[config.mk]
export PLATFORM = sky130hd
export DESIGN_NAME = pcu_ctrl
export DESIGN_NICKNAME = d
export VERILOG_FILES = /design/src/rtl/pcu_pkg.sv /design/src/rtl/pcu_ctrl.sv
export SDC_FILE = /design/constraint.sdc
export NUM_CORES = 1
export LEC_CHECK = 0
export BUFFER_PORTS_ARGS = -buffer_cell sky130_fd_sc_hd__buf_2
export CAP_MARGIN = 20
export CORE_MARGIN = 2
export CORE_UTILIZATION = 45
export CTS_CLUSTER_SIZE = 10
export DETAILED_ROUTE_END_ITERATION = 12
export GPL_TIMING_DRIVEN = 0
export PLACE_DENSITY = 0.85
export SKIP_CTS_REPAIR_TIMING = 1
export SLEW_MARGIN = 20
export SYNTH_ARGS = -nofsm -noshare
export SYNTH_HDL_FRONTEND = slang
export SYNTH_SLANG_ARGS = --single-unit
export TNS_END_PERCENT = 50
[constraint.sdc]
create_clock -name clk -period 3 [get_ports clk]
set_input_delay 0.6 -clock clk [delete_from_list [all_inputs] [get_ports clk]]
set_output_delay 0.6 -clock clk [all_outputs]
set_load 0.01 [all_outputs]
[src/rtl/pcu_pkg.sv]
// Shared types, constants and UTF-8 helpers for the prefix code decoder.
package pcu_pkg;

    localparam int TABLE_DEPTH_DEF     = 256;
    localparam int MAX_CODE_LENGTH_DEF = 32;

    localparam int IN_TDATA_W  = 72;
    localparam int OUT_TDATA_W = 16;
    localparam int CFG_W       = 12;
    localparam int CP_W        = 21;

    localparam logic [CP_W-1:0] CP_LIMIT = 21'h10FFFF;
    localparam logic [7:0]      NEWLINE  = 8'h0A;

    typedef enum logic [1:0] {
        MODE_CLEAR   = 2'd0,
        MODE_LOAD    = 2'd1,
        MODE_PAYLOAD = 2'd2
    } mode_t;

    localparam logic [1:0] ST_OK        = 2'd0;
    localparam logic [1:0] ST_INVALID   = 2'd1;
    localparam logic [1:0] ST_BAD_ENTRY = 2'd2;
    localparam logic [1:0] ST_EMPTY     = 2'd3;

    localparam logic REG_ROW_COUNT    = 1'b0;
    localparam logic REG_COLUMN_COUNT = 1'b1;

    typedef struct packed {
        logic       accept;
        logic       clear;
        logic       err_set;
        logic [1:0] err_val;
        logic       shift_bit;
        logic       scan_init;
        logic       scan;
        logic       tbl_write;
        logic       hit_take;
        logic       emit_text;
        logic       cell_step;
        logic       emit_nl;
        logic       flush;
        logic       next_bit;
    } cmd_t;

    typedef struct packed {
        logic [1:0] mode;
        logic       err_any;
        logic       is_done;
        logic       tbl_empty;
        logic       tbl_full;
        logic       bad_entry;
        logic       hit;
        logic       scan_done;
        logic       prefix;
        logic       emit_ok;
        logic       out_free;
        logic       text_last;
        logic       nl_needed;
        logic       bit_last;
    } sts_t;

    // number of UTF-8 bytes minus one
    function automatic logic [1:0] utf8_nm1(input logic [CP_W-1:0] cp);
        logic [1:0] n;
        if (cp <= 21'h7F)
            n = 2'd0;
        else if (cp <= 21'h7FF)
            n = 2'd1;
        else if (cp <= 21'hFFFF)
            n = 2'd2;
        else
            n = 2'd3;
        return n;
    endfunction

    function automatic logic [7:0] utf8_byte(input logic [CP_W-1:0] cp,
                                             input logic [1:0] nm1,
                                             input logic [1:0] k);
        logic [7:0] b;
        b = '0;
        case (nm1)
            2'd0: b = {1'b0, cp[6:0]};
            2'd1: b = (k == 2'd0) ? {3'b110, cp[10:6]} : {2'b10, cp[5:0]};
            2'd2:
            begin
                case (k)
                    2'd0:    b = {4'b1110, cp[15:12]};
                    2'd1:    b = {2'b10, cp[11:6]};
                    default: b = {2'b10, cp[5:0]};
                endcase
            end
            default:
            begin
                case (k)
                    2'd0:    b = {5'b11110, cp[20:18]};
                    2'd1:    b = {2'b10, cp[17:12]};
                    2'd2:    b = {2'b10, cp[11:6]};
                    default: b = {2'b10, cp[5:0]};
                endcase
            end
        endcase
        return b;
    endfunction

endpackage

[src/rtl/pcu_ctrl.sv]
// Control state machine of the prefix code decoder.
module pcu_ctrl
    import pcu_pkg::*;
(
    input  logic clk,
    input  logic rst_n,
    input  logic s_axis_tvalid,
    output logic s_axis_tready,
    input  sts_t sts,
    output cmd_t cmd
);

    typedef enum logic [3:0] {
        S_IDLE, S_DISP, S_BIT, S_SCAN, S_LWRITE, S_EMIT, S_CELL, S_NL, S_NEXT, S_FLUSH
    } state_t;

    state_t state_reg, state_next;

    assign s_axis_tready = (state_reg == S_IDLE);

    always_comb
    begin
        cmd        = '0;
        state_next = state_reg;
        case (state_reg)
            S_IDLE:
            begin
                if (s_axis_tvalid)
                begin
                    cmd.accept = 1'b1;
                    state_next = S_DISP;
                end
            end
            S_DISP:
            begin
                case (sts.mode)
                    MODE_CLEAR:
                    begin
                        cmd.clear  = 1'b1;
                        state_next = S_FLUSH;
                    end
                    MODE_LOAD:
                    begin
                        if (sts.err_any)
                            state_next = S_FLUSH;
                        else if (sts.bad_entry)
                        begin
                            cmd.err_set = 1'b1;
                            cmd.err_val = ST_BAD_ENTRY;
                            state_next  = S_FLUSH;
                        end
                        else
                        begin
                            cmd.scan_init = 1'b1;
                            state_next    = S_SCAN;
                        end
                    end
                    MODE_PAYLOAD: state_next = S_BIT;
                    default:      state_next = S_FLUSH;
                endcase
            end
            S_BIT:
            begin
                if (sts.err_any || sts.is_done)
                    state_next = S_FLUSH;
                else if (sts.tbl_empty)
                begin
                    cmd.err_set = 1'b1;
                    cmd.err_val = ST_EMPTY;
                    state_next  = S_FLUSH;
                end
                else
                begin
                    cmd.shift_bit = 1'b1;
                    state_next    = S_SCAN;
                end
            end
            S_SCAN:
            begin
                if (sts.hit)
                begin
                    if (sts.mode == MODE_LOAD)
                        state_next = S_LWRITE;
                    else
                    begin
                        cmd.hit_take = 1'b1;
                        state_next   = S_EMIT;
                    end
                end
                else if (sts.scan_done)
                begin
                    if (sts.mode == MODE_LOAD)
                        state_next = S_LWRITE;
                    else if (sts.prefix)
                        state_next = S_NEXT;
                    else
                    begin
                        cmd.err_set = 1'b1;
                        cmd.err_val = ST_INVALID;
                        state_next  = S_FLUSH;
                    end
                end
                else
                    cmd.scan = 1'b1;
            end
            S_LWRITE:
            begin
                if (!sts.hit && sts.tbl_full)
                begin
                    cmd.err_set = 1'b1;
                    cmd.err_val = ST_BAD_ENTRY;
                end
                else
                    cmd.tbl_write = 1'b1;
                state_next = S_FLUSH;
            end
            S_EMIT:
            begin
                if (sts.emit_ok)
                begin
                    cmd.emit_text = 1'b1;
                    if (sts.text_last)
                        state_next = S_CELL;
                end
            end
            S_CELL:
            begin
                cmd.cell_step = 1'b1;
                state_next    = sts.nl_needed ? S_NL : S_NEXT;
            end
            S_NL:
            begin
                if (sts.emit_ok)
                begin
                    cmd.emit_nl = 1'b1;
                    state_next  = S_NEXT;
                end
            end
            S_NEXT:
            begin
                if (sts.bit_last)
                    state_next = S_FLUSH;
                else
                begin
                    cmd.next_bit = 1'b1;
                    state_next   = S_BIT;
                end
            end
            S_FLUSH:
            begin
                if (sts.out_free)
                begin
                    cmd.flush  = 1'b1;
                    state_next = S_IDLE;
                end
            end
            default: state_next = S_IDLE;
        endcase
    end

    always_ff @(posedge clk or negedge rst_n)
    begin
        if (!rst_n)
            state_reg <= S_IDLE;
        else
            state_reg <= state_next;
    end

endmodule

# After elaboration in Yosys (flattened, before gate mapping)
# Cells that the tools add are included.
word_totals:
  register_bits: 4
  latchBits: 0
  ramBits: 0
  romBits: 0
  inputBits: 18
  output_inout_bits: 16
  word_cells: 79
  mem_count: 0
op_classes:
  n_addsub: 0
  mul: 0
  n_div: 0
  magnitude_cmp: 0
  eq_ne: 17
  n_shift: 0
  mux: 55
  bitwise: 0
  reduce_logical: 6
op_table:
  columns: ["cell", "n"]
  rows:
  - ["$mux 4", 15]
  - ["$pmux 4 s10", 1]
  - ["$mux 1", 28]
  - ["$mux 3", 9]
  - ["$eq 4x3->1 const B", 4]
  - ["$pmux 3 s4", 1]
  - ["$ne 2x2->1 const B", 5]
  - ["$eq 4x2->1 const B", 2]
  - ["$eq 4x4->1 const B", 2]
  - ["$pmux 4 s2", 1]
  - ["$reduce_and 6->1", 1]
  - ["$eq 4x1->1 const B", 1]
  - ["$logic_not 4->1", 1]
  - ["$ne 3x3->1 const B", 1]
  - ["$eq 2x1->1 const B", 1]
  - ["$eq 2x2->1 const B", 1]
  - ["$logic_not 2->1", 1]
  - ["$logic_and 1x1->1", 1]
  - ["$logic_not 1->1", 1]
  - ["$logic_or 1x1->1", 1]

# Depth between registers and ports, before layout
logic_depth:
  ltp_word: 5
  mapped_depth: 8
  depth_no_buf: 7

# Worst setup path before layout
# No wires, ideal clock.
synth_path:
  kind: "input port to output port"
  from: "input sts[14] (netlist name)"
  to: "output cmd[12] (netlist name)"
  arrival_ns: 1.402
  required_ns: 2.400
  setup_slack_ns: 0.998
  stages: 6
  n_path_buf: 1
  cell_sequence: "inv_1 ha_1 buf_2 nor3_1 nand4_1 nand2b_1"
synth_rtl:
  columns: ["element", "line_no", "rtl"]
  rows:
  - ["from (decl)", "pcu_ctrl.sv:9", "input sts_t sts,"]
  - ["to (decl)", "pcu_ctrl.sv:10", "output cmd_t cmd"]

==> metrics.txt <==
outcome complete, no violations; gpl congestion 0.837; endpoint class of the critical path output port; final setup vio count 0; R2R cell count 6; post-synthesis mux area share 0%; sequential fraction of the synthesis area 14.3%; area grow syn2layout 29.6%; PortBufs 33; pwr dens 705 nW/µm²; maximum fanout along the worst path 10; Post-Place Cells 144; Finished Layout Cells 147; Initial Utilization 47.1%; CTS clk-pin slew, worst paths 40 ps; Final Net Count 155; DRC Markers 0; synthesized area 701 µm²; Synth Register Bits 4; HPWL after detailed placement 1520 µm; Fmax 429 MHz; initial drt markers 30; max-slew violation count 0; GRT Util Overall 21.1%; routed len/inst 12.5 µm; vias per cell 5.70; CORE AREA 1490 µm²; synth unique cells 37; post-synth top area share 14.3%; synth top area cells dfrtp_1 14%, ha_1 7.1%, nor2_1 5.4%, and3_1 4.5%, nand2b_1 4.5%; Synth Warn # 0; ys flop type dfrtp_1; Congestion Overflow GR 0; worst hold path class primary input to asynchronous set/reset pin; Hold Fails Final Rpt 0; first-pass GRT wire length 3020 µm; kind of critical path flop to output port; min Tclk post-route 2330 ps; MaxCap Viol Count 0; EDFF count, synth 0; Synth Area in Simple Gates 46.6%; Cells after Synth 95; Synth Area in Compound Gates 21.3%; layout cells sized above 1 38.2%; final setup TNS 0 ps; Crit path arrival time 1730 ps; CTS tree done; RSZ-0062 raised after global routing false; CTS H-tree lvls 1; VDD IR max 0.000282 V; top-count cell post-synth nor2_1; Vias 838; CP Data Required Time 2400 ps; Post-Synth XOR/XNOR Area 1.25%; clock sinks 4; period utilisation layout 77.6%; Num CTS Buffers 3; CTS root buf clkbuf_4; Mean Syn Cell Area 7.38 µm²; Max clock buf depth 2; ant diodes 0; Design Area, Final 908 µm²; RR Endpoint state_reg[1]; antenna-violating nets left 0; static leakage 0.497 nW; Die Span X 43.5 µm; Async S/R FF share, synth 100%; Pre-antenna DRT Iters 4; vias in the first global route 720; Max Clock Skew 2.54 ps; Placement Rows 14; Die H 43.5 µm; total power 0.000640 W; # IOs 34; pin count of the biggest net entering global routing 11; R2R Setup Slk 1350 ps; Die ar. 1890 µm²; worst r2r src state_reg[1]; Synth area leader dfrtp_1; adder-cell share of the synthesized area 7.14%; Final Util 61.0%; worst skew pair latency 240 ps; worst slew pin tran 326 ps; relative slew slack 78.1%; largest family of logic cells by synthesized area simple AND/OR/NAND/NOR gates; initial antenna violation count 0; max FFs per register 4; routed wire length 1840 µm; Post-synth top cells 10 x nor2_1, 6 x nor3_1, 5 x and3_1, 5 x inv_1, 5 x nand2b_1; Syn Nets 117; DP Area 886 µm²; Startpoint Class flop
-- through the flow --
step | worst slack [ps] | hold WS (ps)
finish | 672 | 157
global route | 521 | 157
CTS | 673 | 159
detailed placement | 700 | 410
global placement | 700 | 404
floorplan | 998 | 304
-- logic make-up after synthesis --
| group | after synthesis |
|---|---|
| adders and majority gates | 4 |
| buffers and inverters | 11 |
| AOI/OAI and AO/OA | 21 |
| xor gates and xnor gates | 1 |
| DFF | 4 |
| and+or+nand+nor | 54 |
-- worst max path at each step --
stage                 start  slack (ps)  cells past startpoint  endpoint
2_1_floorplan       sts[14]        1000                      6   cmd[12]
3_5_place_dp        sts[14]         700                      8   cmd[10]
3_3_place_gp        sts[14]         700                      8   cmd[12]
6_report       state_reg[2]         670                      6   cmd[12]
4_1_cts        state_reg[2]         670                      6   cmd[12]
5_1_grt        state_reg[2]         520                      6   cmd[12]
-- routing by layer --
metal / GRT usage, % / part of all wire, % / vias up
met5: 0 / 0 / -
met2: 36.4 / 51 / 37
met4: 5.45 / 0.22 / 0
met3: 2.92 / 6.5 / 2
li1: - / - / 416
met1: 27.6 / 43 / 383
-- power by group --
group	leakage [nW]	internal [W]	switching, W
clock network	0.0138	0.0000449	0.0000248
registers	0.0516	0.0000747	0.0000312
logic	0.431	0.000221	0.000243
total	0.497	0.000341	0.000299
-- critical path, cell delays in order, from the launching register on --
cell and delay, ps:
dfrtp_1 450, buf_2 220, nor3_1 320, nand4b_1 170
nand3_1 120, nand2b_1 100, buf_2 120
-- layout make-up --
type | instances | area (µm²)
Sequential cell | 4 | 100
Clock buffer | 3 | 22.5
Fill cell | 140 | 581
Inverter | 5 | 18.8
Buffer | 6 | 47.5
Tap cell | 16 | 20.0
Multi-Input combinational cell | 80 | 534
Timing Repair Buffer | 33 | 165
-- layout by cell type (no fill, tap or decap), types with 2 or more instances in the layout --
cell type | Yosys | layout
inv_1 | 5 | 5
nor2b_4 | 2 | 2
a22o_1 | 3 | 3
nor2_1 | 10 | 10
nand2_1 | 4 | 4
buf_2 | 2 | 35
a21oi_1 | 3 | 3
nor2b_1 | 3 | 3
clkbuf_4 | 0 | 3
nand4_1 | 2 | 2
nand3_1 | 4 | 4
ha_1 | 4 | 4
nand2b_1 | 5 | 5
a211oi_1 | 2 | 2
o22ai_1 | 2 | 2
and3_1 | 5 | 5
buf_6 | 2 | 2
nor3_1 | 6 | 6
o21ai_0 | 3 | 3
or3_1 | 4 | 4
and2_1 | 2 | 2
o2bb2ai_1 | 2 | 2
dfrtp_1 | 4 | 4
buf_4 | 2 | 2
No activity file was read; power rests on OpenSTA's default activity.
